--- src/rtl/core/erfp_pkg.sv ---
package erfp_pkg;

  localparam int unsigned POSITION_WIDTH_DEF = 16;
  localparam int unsigned HEADER_END = 22;
  localparam int unsigned FCS_BYTES = 4;
  localparam int unsigned MIN_FRAME_BYTES = 26;
  localparam int unsigned QUEUE_DEPTH = 4;

  localparam logic [7:0] PREAMBLE_BYTE = 8'h55;
  localparam logic [7:0] SFD_BYTE = 8'hd5;
  localparam logic [31:0] CRC_PRESET = 32'hffffffff;
  localparam logic [31:0] CRC_GEN_REFL = 32'hedb88320;
  localparam logic [31:0] CRC_GOOD_RESIDUE = 32'hdebb20e3;
  localparam logic [47:0] BROADCAST_MAC = 48'hffffffffffff;

  typedef enum logic [1:0] {
    STATUS_ACCEPTED = 2'd0,
    STATUS_FCS_BAD  = 2'd1,
    STATUS_ADDR_MISMATCH = 2'd2,
    STATUS_RUNT     = 2'd3
  } frame_status_t;

  typedef enum logic {
    KIND_PAYLOAD = 1'b0,
    KIND_STATUS  = 1'b1
  } item_kind_t;

  typedef struct packed {
    logic [7:0] data_byte;
    logic       last_byte;
  } in_word_t;

  typedef struct packed {
    logic        item_kind;
    logic [7:0]  payload_byte;
    logic        run_last;
    logic [1:0]  frame_status;
    logic        preamble_good;
    logic [47:0] dest_address;
    logic [47:0] source_address;
    logic [15:0] frame_type;
    logic [31:0] crc_residue;
  } out_word_t;

  typedef struct packed {
    logic [1:0] count;
    out_word_t  word_a;
    out_word_t  word_b;
  } queue_push_t;

endpackage

--- src/rtl/core/erfp_out_queue.sv ---
module erfp_out_queue (
  input  logic                clk,
  input  logic                rst_n,
  input  erfp_pkg::queue_push_t push,
  output logic                room_two,
  output logic                out_valid,
  input  logic                out_stall,
  output erfp_pkg::out_word_t out_data
);
  import erfp_pkg::*;

  localparam int unsigned PTR_W = $clog2(QUEUE_DEPTH);
  localparam int unsigned CNT_W = $clog2(QUEUE_DEPTH + 1);

  out_word_t slot_r [QUEUE_DEPTH];
  logic [PTR_W-1:0] head_r, head_nxt;
  logic [PTR_W-1:0] tail_r, tail_nxt;
  logic [CNT_W-1:0] count_r, count_nxt;
  logic [PTR_W-1:0] tail_p1;
  logic pop;

  assign pop = out_valid && !out_stall;
  assign tail_p1 = tail_r + PTR_W'(1);
  assign head_nxt = pop ? head_r + PTR_W'(1) : head_r;
  assign tail_nxt = tail_r + PTR_W'(push.count);
  assign count_nxt = count_r + CNT_W'(push.count) - CNT_W'(pop);

  assign out_valid = (count_r != '0);
  assign out_data = slot_r[head_r];
  assign room_two = (count_r <= CNT_W'(QUEUE_DEPTH - 2));

  always_ff @(posedge clk) begin
    if (!rst_n) begin
      head_r <= '0;
      tail_r <= '0;
      count_r <= '0;
    end else begin
      head_r <= head_nxt;
      tail_r <= tail_nxt;
      count_r <= count_nxt;
    end
  end

  always_ff @(posedge clk) begin
    if (push.count != 2'd0) begin
      slot_r[tail_r] <= push.word_a;
    end
    if (push.count == 2'd2) begin
      slot_r[tail_p1] <= push.word_b;
    end
  end

endmodule

--- src/rtl/core/ethernet_rx_frame_parser_unit.sv ---
// Ethernet receive parser: takes one frame byte per word, preamble and SFD first, and
// can accept a byte every cycle while in_stall is low. Each byte updates the preamble check,
// the reflected CRC-32 (from byte 8 on) and the header captures in the same cycle it is
// accepted; bytes from position 22 on run through a four-byte delay so the FCS never leaves
// the block. Results go into a four-word output queue: each byte from position 26 on pushes
// a payload word with the byte four positions before it, and the final byte of a frame
// yields its last payload word (if any) followed by a status word with the captured
// addresses, ethertype, CRC residue and status (runt, FCS bad, address mismatch, accepted).
// in_stall rises only when the queue lacks room for two words, i.e. when out_stall backs
// up. own_mac is written through cfg_we/cfg_wdata; the user must write it between frames,
// which the block does not enforce. The byte counter is POSITION_WIDTH bits and saturates.
module ethernet_rx_frame_parser_unit #(
  parameter int unsigned POSITION_WIDTH = erfp_pkg::POSITION_WIDTH_DEF
) (
  input  logic                clk,
  input  logic                rst_n,
  input  logic                in_valid,
  output logic                in_stall,
  input  erfp_pkg::in_word_t  in_data,
  output logic                out_valid,
  input  logic                out_stall,
  output erfp_pkg::out_word_t out_data,
  input  logic                cfg_we,
  input  logic [47:0]         cfg_wdata
);
  import erfp_pkg::*;

  localparam logic [POSITION_WIDTH-1:0] POS_SFD = POSITION_WIDTH'(7);
  localparam logic [POSITION_WIDTH-1:0] POS_DEST = POSITION_WIDTH'(8);
  localparam logic [POSITION_WIDTH-1:0] POS_SRC = POSITION_WIDTH'(14);
  localparam logic [POSITION_WIDTH-1:0] POS_TYPE = POSITION_WIDTH'(20);
  localparam logic [POSITION_WIDTH-1:0] POS_HDR_END = POSITION_WIDTH'(HEADER_END);
  localparam logic [POSITION_WIDTH-1:0] POS_PAY =
    POSITION_WIDTH'(HEADER_END + FCS_BYTES);
  localparam logic [POSITION_WIDTH-1:0] POS_RUNT = POSITION_WIDTH'(MIN_FRAME_BYTES - 1);
  localparam logic [POSITION_WIDTH-1:0] POS_MAX = '1;

  function automatic logic [31:0] crc_byte(input logic [31:0] crc, input logic [7:0] b);
    logic [31:0] v;
    v = crc ^ {24'd0, b};
    for (int k = 0; k < 8; k++) begin
      v = v[0] ? ((v >> 1) ^ CRC_GEN_REFL) : (v >> 1);
    end
    return v;
  endfunction

  logic [47:0] own_mac_r;
  logic [POSITION_WIDTH-1:0] pos_r, pos_nxt;
  logic [31:0] crc_r, crc_nxt;
  logic        pre_r, pre_nxt;
  logic [47:0] dest_r, dest_nxt;
  logic [47:0] src_r, src_nxt;
  logic [15:0] type_r, type_nxt;
  logic [7:0]  dly_r [FCS_BYTES];
  logic [7:0]  dly_nxt [FCS_BYTES];

  logic        accept;
  logic        room_two;
  logic [7:0]  b;
  logic        emit_pay;
  logic [1:0]  status;
  out_word_t   pay_word, stat_word;
  queue_push_t push;

  assign accept = in_valid && !in_stall;
  assign in_stall = !room_two;
  assign b = in_data.data_byte;

  always_comb begin
    pre_nxt = pre_r;
    crc_nxt = crc_r;
    dest_nxt = dest_r;
    src_nxt = src_r;
    type_nxt = type_r;
    dly_nxt = dly_r;

    if (pos_r < POS_DEST) begin
      if (b != ((pos_r == POS_SFD) ? SFD_BYTE : PREAMBLE_BYTE)) begin
        pre_nxt = 1'b0;
      end
    end else begin
      crc_nxt = crc_byte(crc_r, b);
    end

    if (pos_r >= POS_DEST && pos_r < POS_SRC) begin
      dest_nxt = {dest_r[39:0], b};
    end else if (pos_r >= POS_SRC && pos_r < POS_TYPE) begin
      src_nxt = {src_r[39:0], b};
    end else if (pos_r >= POS_TYPE && pos_r < POS_HDR_END) begin
      type_nxt = {type_r[7:0], b};
    end

    if (pos_r >= POS_HDR_END) begin
      for (int i = FCS_BYTES - 1; i > 0; i--) begin
        dly_nxt[i] = dly_r[i-1];
      end
      dly_nxt[0] = b;
    end

    emit_pay = (pos_r >= POS_PAY);

    if (pos_r < POS_RUNT) begin
      status = STATUS_RUNT;
    end else if (crc_nxt != CRC_GOOD_RESIDUE) begin
      status = STATUS_FCS_BAD;
    end else if (dest_nxt != own_mac_r && dest_nxt != BROADCAST_MAC) begin
      status = STATUS_ADDR_MISMATCH;
    end else begin
      status = STATUS_ACCEPTED;
    end

    pay_word = '0;
    pay_word.item_kind = KIND_PAYLOAD;
    pay_word.payload_byte = dly_r[FCS_BYTES-1];

    stat_word = '0;
    stat_word.item_kind = KIND_STATUS;
    stat_word.run_last = 1'b1;
    stat_word.frame_status = status;
    stat_word.preamble_good = pre_nxt && (pos_r >= POS_SFD);
    stat_word.dest_address = dest_nxt;
    stat_word.source_address = src_nxt;
    stat_word.frame_type = type_nxt;
    stat_word.crc_residue = crc_nxt;

    push.count = '0;
    if (accept) begin
      push.count = 2'(emit_pay) + 2'(in_data.last_byte);
    end
    push.word_a = emit_pay ? pay_word : stat_word;
    push.word_b = stat_word;

    if (in_data.last_byte) begin
      pos_nxt = '0;
    end else if (pos_r != POS_MAX) begin
      pos_nxt = pos_r + POSITION_WIDTH'(1);
    end else begin
      pos_nxt = pos_r;
    end
  end

  always_ff @(posedge clk) begin
    if (!rst_n) begin
      own_mac_r <= '0;
    end else if (cfg_we) begin
      own_mac_r <= cfg_wdata;
    end
  end

  always_ff @(posedge clk) begin
    if (!rst_n) begin
      pos_r <= '0;
      crc_r <= CRC_PRESET;
      pre_r <= 1'b1;
      dest_r <= '0;
      src_r <= '0;
      type_r <= '0;
      for (int i = 0; i < FCS_BYTES; i++) begin
        dly_r[i] <= '0;
      end
    end else if (accept) begin
      pos_r <= pos_nxt;
      if (in_data.last_byte) begin
        crc_r <= CRC_PRESET;
        pre_r <= 1'b1;
        dest_r <= '0;
        src_r <= '0;
        type_r <= '0;
        for (int i = 0; i < FCS_BYTES; i++) begin
          dly_r[i] <= '0;
        end
      end else begin
        crc_r <= crc_nxt;
        pre_r <= pre_nxt;
        dest_r <= dest_nxt;
        src_r <= src_nxt;
        type_r <= type_nxt;
        dly_r <= dly_nxt;
      end
    end
  end

  erfp_out_queue u_out_queue (
    .clk       (clk),
    .rst_n     (rst_n),
    .push      (push),
    .room_two  (room_two),
    .out_valid (out_valid),
    .out_stall (out_stall),
    .out_data  (out_data)
  );

endmodule

--- config.mk ---
export PLATFORM = sky130hd
export DESIGN_NAME = ethernet_rx_frame_parser_unit
export DESIGN_NICKNAME = d
export VERILOG_FILES = /design/src/rtl/core/erfp_pkg.sv /design/src/rtl/core/erfp_out_queue.sv /design/src/rtl/core/ethernet_rx_frame_parser_unit.sv
export SDC_FILE = /design/constraint.sdc
export NUM_CORES = 1
export LEC_CHECK = 0
export BUFFER_PORTS_ARGS = -buffer_cell sky130_fd_sc_hd__buf_4
export CAP_MARGIN = 40
export CORE_UTILIZATION = 35
export DETAILED_ROUTE_END_ITERATION = 8
export PLACE_DENSITY = 0.56
export SYNTH_ARGS = -nofsm -noshare
export SYNTH_HDL_FRONTEND = slang
export SYNTH_SLANG_ARGS = --single-unit
--- constraint.sdc ---
create_clock -name clk -period 17.91 [get_ports clk]
set_input_delay 0.8955 -clock clk [delete_from_list [all_inputs] [get_ports clk]]
set_output_delay 0.8955 -clock clk [all_outputs]
set_load 0.005 [all_outputs]
==> impl_metrics.json, run 1 <==
{
  "drv_slew": 0,
  "die_area_mm2": 0.112,
  "numCtsBuffers": 93,
  "power_frac_clock_pct": 37.3,
  "synth_nets": 3130,
  "die_h_um": 334,
  "drc_errors": 0,
  "synth_area_mm2": 0.0386,
  "r2r_start": "pos_r[11]$_SDFFE_PN0P_",
  "p_int_mw": 3.80,
  "synth_cell_types": 68,
  "antennaDiodeCount": 0,
  "cts_resized": 0,
  "comb_power_share_pct": 18.4,
  "final_hold_viol_count": 0,
  "root_buffer": "clkbuf_16",
  "worstPathRequired_ns": 18.18,
  "relSlewSlack_pct": 40.4,
  "num_rows": 121,
  "dpl-instance-area_mm2": 0.0420,
  "ir_worst_vdd_mv": 0.0745,
  "initialDrtViolationCount": 2520,
  "leakagePower_nw": 15.2,
  "synthCells": 3060,
  "cts_setup_buffers": 0,
  "finalCriticalPeriod_ns": 5.50,
  "synthArstFlopShare_pct": 0,
  "power.switching_mw": 1.35,
  "fin_nets": 3278,
  "dr.pass1.iters": 6,
  "io_pins": 221,
  "crit_slowest_cell": "buf_4",
  "clkTransAtPathRegs_ns": 0.06,
  "endpoint_kind": "flop",
  "hold_path_end": "u_out_queue.slot_r[1][147]$_SDFFE_PP1P_",
  "grt_use_total_pct": 19.8,
  "numClockSinks": 874,
  "fp.dieW_um": 334,
  "antenna_found_initial": 3,
  "hp-class": "flop to flop",
  "port_buffers": 220,
  "clock_path_buffers": 3,
  "ys_seq_area_share_pct": 60.6,
  "period_share_pct": 30.7,
  "p_sw_share_pct": 26.2,
  "grt.overflow.total": 0,
  "cpMostUsedCell": "buf_4",
  "stdcell_area_mm2": 0.0450,
  "grt_max_degree": 99,
  "synth_edf_count": 588,
  "p_seq_share_pct": 44.2,
  "worstPathArrival_ns": 5.77,
  "clock.fmax_mhz": 182,
  "path_delay_family": "simple AND/OR/NAND/NOR gates",
  "worstSkewPairLatency_ns": 0.66,
  "finalSetupTns_ns": 0,
  "holdWs_ns": 0.452,
  "nFillCells": 10200,
  "cts_tree": "built",
  "worst_r2r_path_depth": 11,
  "grt_pass1_vias": 24600,
  "final_cell_mix": "nor2_1, edfxtp_1, dfxtp_1",
  "synth-warning-count": 0,
  "drive_gt1_share_pct": 18.7,
  "syn2layout_area_growth_pct": 16.8,
  "drt-total-wl_um": 112000,
  "hold_depth": 2,
  "start_util_pct": 35.4,
  "rsz0062_at_grt": "false",
  "synth_ff_type": "edfxtp_1",
  "setup_violations": 0,
  "cts_hold_buf": 0,
  "h-tree-depth": 3,
  "synth-seq-cells": 874,
  "crit_fanout": 65,
  "avgRoutedWirePerCell_um": 23.9,
  "min_from": "u_out_queue.slot_r[1][147]$_SDFFE_PP1P_",
  "outcome": "finished, final reports clean",
  "place_congestion": 0.936,
  "route.vias.total": 25200,
  "hpwlAfterDp_um": 71600,
  "crit_type": "flop to flop",
  "max_stage_delay_ns": 0.66,
  "layout_commonest_cell": "nor2_1",
  "clock-skew-final_ns": 0.0290,
  "core_area_mm2": 0.109,
  "synth_area_per_cell_um2": 12.6,
  "r2r-end": "u_out_queue.slot_r[1][64]$_DFFE_PP_",
  "crit_path_cell_trace": "nor4_2, nand3_1, nor2_1, inv_1, ha_1, nor2b_1, a21oi_1, or3_1, inv_6, buf_4, buf_4",
  "worstMarginPinSlew_ns": 0.894,
  "drt.antenna.violating_nets": 0,
  "viasPerCell": 5.36,
  "r2r_slack_ns": 12.41,
  "path_buf_inv": 4,
  "crit_path_start_kind": "flop",
  "drv_cap": 0,
  "powerDensity_mw_per_mm2": 114,
  "grt_pass1_wl_um": 165000
}
==> logic make-up after synthesis <==
| group | share of synthesized area [%] |
|---|---|
| flip-flops | 60.6 |
| buffers and inverters | 2.74 |
| XOR/XNOR | 4.04 |
| AO/OA/AOI/OAI | 6.41 |
| multiplexers | 12.8 |
| AND/OR/NAND/NOR | 13.1 |
| adder cells (fa/ha/maj) | 0.279 |
==> power groups by stage <==
stage	logic, mW	clock network, mW	registers [mW]
2_1_floorplan	0.528	0	2.29
3_3_place_gp	0.959	0	2.32
3_5_place_dp	0.978	0	2.32
4_1_cts	0.981	1.96	2.28
5_1_grt	1.01	2.04	2.28
6_report	0.949	1.92	2.28
==> routing by layer <==
metal	wire, um	up-vias	global-route usage [%]
li1	-	11400	-
met1	50000	12800	28.2
met2	52700	847	31.4
met3	6710	145	2.79
met4	2800	0	5.66
met5	0	-	0
==> state kept, by name, indices dropped and copies added, names as in the netlist, 2 cells and up, named ones only <==
name                 flops
crc_r                   32
dest_r                  48
dly_r                   32
own_mac_r               48
pos_r                   16
src_r                   48
type_r                  16
u_out_queue.count_r      3
u_out_queue.head_r       2
u_out_queue.slot_r     624
u_out_queue.tail_r       2
==> worst min-delay path, stage by stage (launching register included) <==
cell and delay (ns):
dfxtp_1 0.31, nand2_1 0.05, nand2_1 0.04
==> through the flow <==
| step | utilization, % | total power, mW | setup WS, ns | instances |
|---|---|---|---|---|
| global route | 41.3 | 5.33 | 12.00 | 4700 |
| detailed placement | 38.5 | 3.30 | 12.33 | 4527 |
| floorplan | - | 2.81 | 12.10 | 3060 |
| finish | 41.3 | 5.15 | 12.41 | 4700 |
| global placement | 38.1 | 3.28 | 12.40 | 4505 |
| CTS | 41.3 | 5.22 | 12.32 | 4700 |
==> cell usage after synthesis, types with 14 or more instances <==
cell type | count | share of area, %
nor2_1 | 655 | 6.4
and2_1 | 16 | 0.26
clkbuf_1 | 197 | 1.9
buf_1 | 25 | 0.24
a21oi_1 | 71 | 0.92
nand2_1 | 107 | 1.0
nor2b_1 | 201 | 3.3
xor2_1 | 33 | 0.75
xnor3_1 | 14 | 0.82
mux2i_1 | 140 | 3.6
xnor2_1 | 65 | 1.5
nand2b_1 | 22 | 0.36
mux4_2 | 156 | 9.1
nand3_1 | 28 | 0.36
inv_1 | 48 | 0.47
a22oi_1 | 144 | 2.8
a22o_1 | 34 | 0.77
dfxtp_1 | 286 | 15
nand4_1 | 24 | 0.39
nor4_1 | 15 | 0.24
edfxtp_1 | 588 | 46
o21ai_0 | 50 | 0.65
==> cell type report <==
class	instances	area, um2	share of cell area (%)
inverters	48	200	0.444
well taps	1414	1770	3.93
multi-input cells	1908	14200	31.6
flip-flops and latches	874	23400	51.9
repair buffers	283	2430	5.39
clock buffers	123	2510	5.58
clock inverters	50	510	1.13
==> worst max-delay path by stage <==
stage | from | slack, ns | cells after the start | endpoint
2_1_floorplan | pos_r[7]$_SDFFE_PN0P_ | 12.10 | 11 | u_out_queue.slot_r[1][0]$_DFFE_PP_
3_3_place_gp | pos_r[11]$_SDFFE_PN0P_ | 12.40 | 11 | u_out_queue.slot_r[1][66]$_DFFE_PP_
3_5_place_dp | pos_r[11]$_SDFFE_PN0P_ | 12.33 | 11 | u_out_queue.slot_r[1][69]$_DFFE_PP_
4_1_cts | pos_r[11]$_SDFFE_PN0P_ | 12.32 | 11 | u_out_queue.slot_r[1][69]$_DFFE_PP_
5_1_grt | pos_r[11]$_SDFFE_PN0P_ | 12.00 | 11 | u_out_queue.slot_r[1][64]$_DFFE_PP_
6_report | pos_r[11]$_SDFFE_PN0P_ | 12.41 | 11 | u_out_queue.slot_r[1][64]$_DFFE_PP_
Power figures use the tool's default switching activity.
==> inputs of run 2 (changes only) <==
Settings changed: PLACE_DENSITY 0.56 to 0.57.
Clock period 17.91 ns to 5.05 ns, I/O delays scaled along.
==> impl_metrics.json, run 2 (synthesis results as in run 1) <==
{
  "startpoint": "pos_r[11]$_SDFFE_PN0P_",
  "viasPerCell": 5.31,
  "die_h_um": 334,
  "final_hold_viol_count": 0,
  "numCtsBuffers": 94,
  "io_pins": 221,
  "start_util_pct": 35.4,
  "powerDensity_mw_per_mm2": 400,
  "grt_pass1_wl_um": 165000,
  "fp.dieW_um": 334,
  "route.vias.total": 25200,
  "leakagePower_nw": 15.5,
  "worst_slack_ns": 1.13,
  "worstPathArrival_ns": 4.26,
  "grt.overflow.total": 0,
  "clock.fmax_mhz": 255,
  "drive_gt1_share_pct": 18.8,
  "setup_violations": 0,
  "dr.pass1.iters": 5,
  "numClockSinks": 874,
  "place_congestion": 0.973,
  "antenna_found_initial": 2,
  "crit_fanout": 63,
  "fin_util_pct": 41.8,
  "grt_use_total_pct": 19.6,
  "outcome": "finished, final reports clean",
  "hp-class": "input port to flop",
  "period_share_pct": 77.5,
  "crit_path_start_kind": "flop",
  "layout_commonest_cell": "nor2_1",
  "worstMarginPinSlew_ns": 0.864,
  "initialDrtViolationCount": 2390,
  "die_area_mm2": 0.112,
  "endpoint_kind": "flop",
  "drc_errors": 0,
  "cts_tree": "built",
  "num_rows": 121,
  "drv_slew": 0,
  "avgRoutedWirePerCell_um": 23.4,
  "grt_pass1_vias": 25100,
  "grt_max_degree": 130,
  "r2r_start": "pos_r[11]$_SDFFE_PN0P_",
  "worstPathRequired_ns": 5.40,
  "largest_reg_flops": 624,
  "rsz0062_at_grt": "false",
  "clock-skew-final_ns": 0.0298,
  "nFillCells": 10100,
  "crit_type": "flop to flop",
  "top_register": "u_out_queue.slot_r",
  "place_ws_ns": 1.17,
  "worstSkewPairLatency_ns": 0.67,
  "finalSetupTns_ns": 0,
  "clkTransAtPathRegs_ns": 0.06,
  "drt-total-wl_um": 111000,
  "hpwlAfterDp_um": 70000,
  "root_buffer": "clkbuf_16",
  "port_buffers": 220,
  "core_area_mm2": 0.109,
  "antennaDiodeCount": 0,
  "final_cell_mix": "nor2_1, edfxtp_1, dfxtp_1",
  "finalCriticalPeriod_ns": 3.92,
  "ir_worst_vdd_mv": 0.236,
  "drt.antenna.violating_nets": 0,
  "cts_resized": 0,
  "relSlewSlack_pct": 42.4,
  "drv_cap": 0,
  "h-tree-depth": 3,
  "syn2layout_area_growth_pct": 18.1,
  "min_from": "in_data[0]",
  "clock_path_buffers": 3,
  "fin_nets": 3326
}
## run 2: repair_timing
item / in CTS / in global routing
hold buffers: 48 / 0
setup buffers: 0 / 0
hold endpoints to repair: 48 / 0
endpoints found under the setup margin: 0 / 0
## run 2: final cells by class
class | count | area (um2) | area share, %
Clock buffer | 136 | 2740 | 6.00
Clock inverter | 38 | 335 | 0.736
Inverter | 48 | 195 | 0.429
Multi-Input combinational cell | 1908 | 14200 | 31.3
Sequential cell | 874 | 23400 | 51.4
Tap cell | 1414 | 1770 | 3.88
Timing Repair Buffer | 330 | 2880 | 6.33
## run 2: path summary, 6_finish.rpt
kind	to	slack (ns)	cells past startpoint
worst max-delay path	u_out_queue.slot_r[2][77]$_DFFE_PP_	1.13	12
worst min-delay path	pre_r$_SDFFE_PN1P_	0.06	3
worst max register to register	u_out_queue.slot_r[2][77]$_DFFE_PP_	1.13	12
worst min register to register	u_out_queue.slot_r[2][147]$_SDFFE_PP1P_	0.44	2
## run 2: routing by layer
| layer | vias up | global-route usage, % | wire [um] |
|---|---|---|---|
| met3 | 151 | 2.77 | 6670 |
| li1 | 11500 | - | - |
| met1 | 12800 | 27.5 | 49700 |
| met5 | - | 0 | 13 |
| met4 | 2 | 6.03 | 2660 |
| met2 | 789 | 31.5 | 51800 |
## run 2: worst max-delay path, cell delays in order, from the launching register on
cell and delay, ns:
dfxtp_1 0.34, nor4_2 0.45, nand3_1 0.20, nor2_2 0.33
inv_1 0.11, ha_1 0.34, nor2_1 0.28, nor2_1 0.14
nand2_1 0.11, nand2_1 0.06, nand2_1 0.32, clkinvlp_4 0.46
buf_12 0.35
## run 2: through the flow
stage | hold WS (ns) | cells | area [um2] | power (mW)
6_report | 0.0568 | 4748 | 45500 | 18.2
5_1_grt | 0.0845 | 4748 | 45500 | 18.9
4_1_cts | 0.0198 | 4748 | 45500 | 18.4
3_5_place_dp | 0.433 | 4526 | 42000 | 11.6
3_3_place_gp | 0.428 | 4524 | 42000 | 11.6
2_1_floorplan | 0.418 | 3060 | 38600 | 9.97
## run 2: power by group
group	internal, mW	switching (mW)	leakage (nW)
registers	7.87	0.187	7.56
clock network	3.97	2.87	1.51
logic	1.63	1.70	6.40
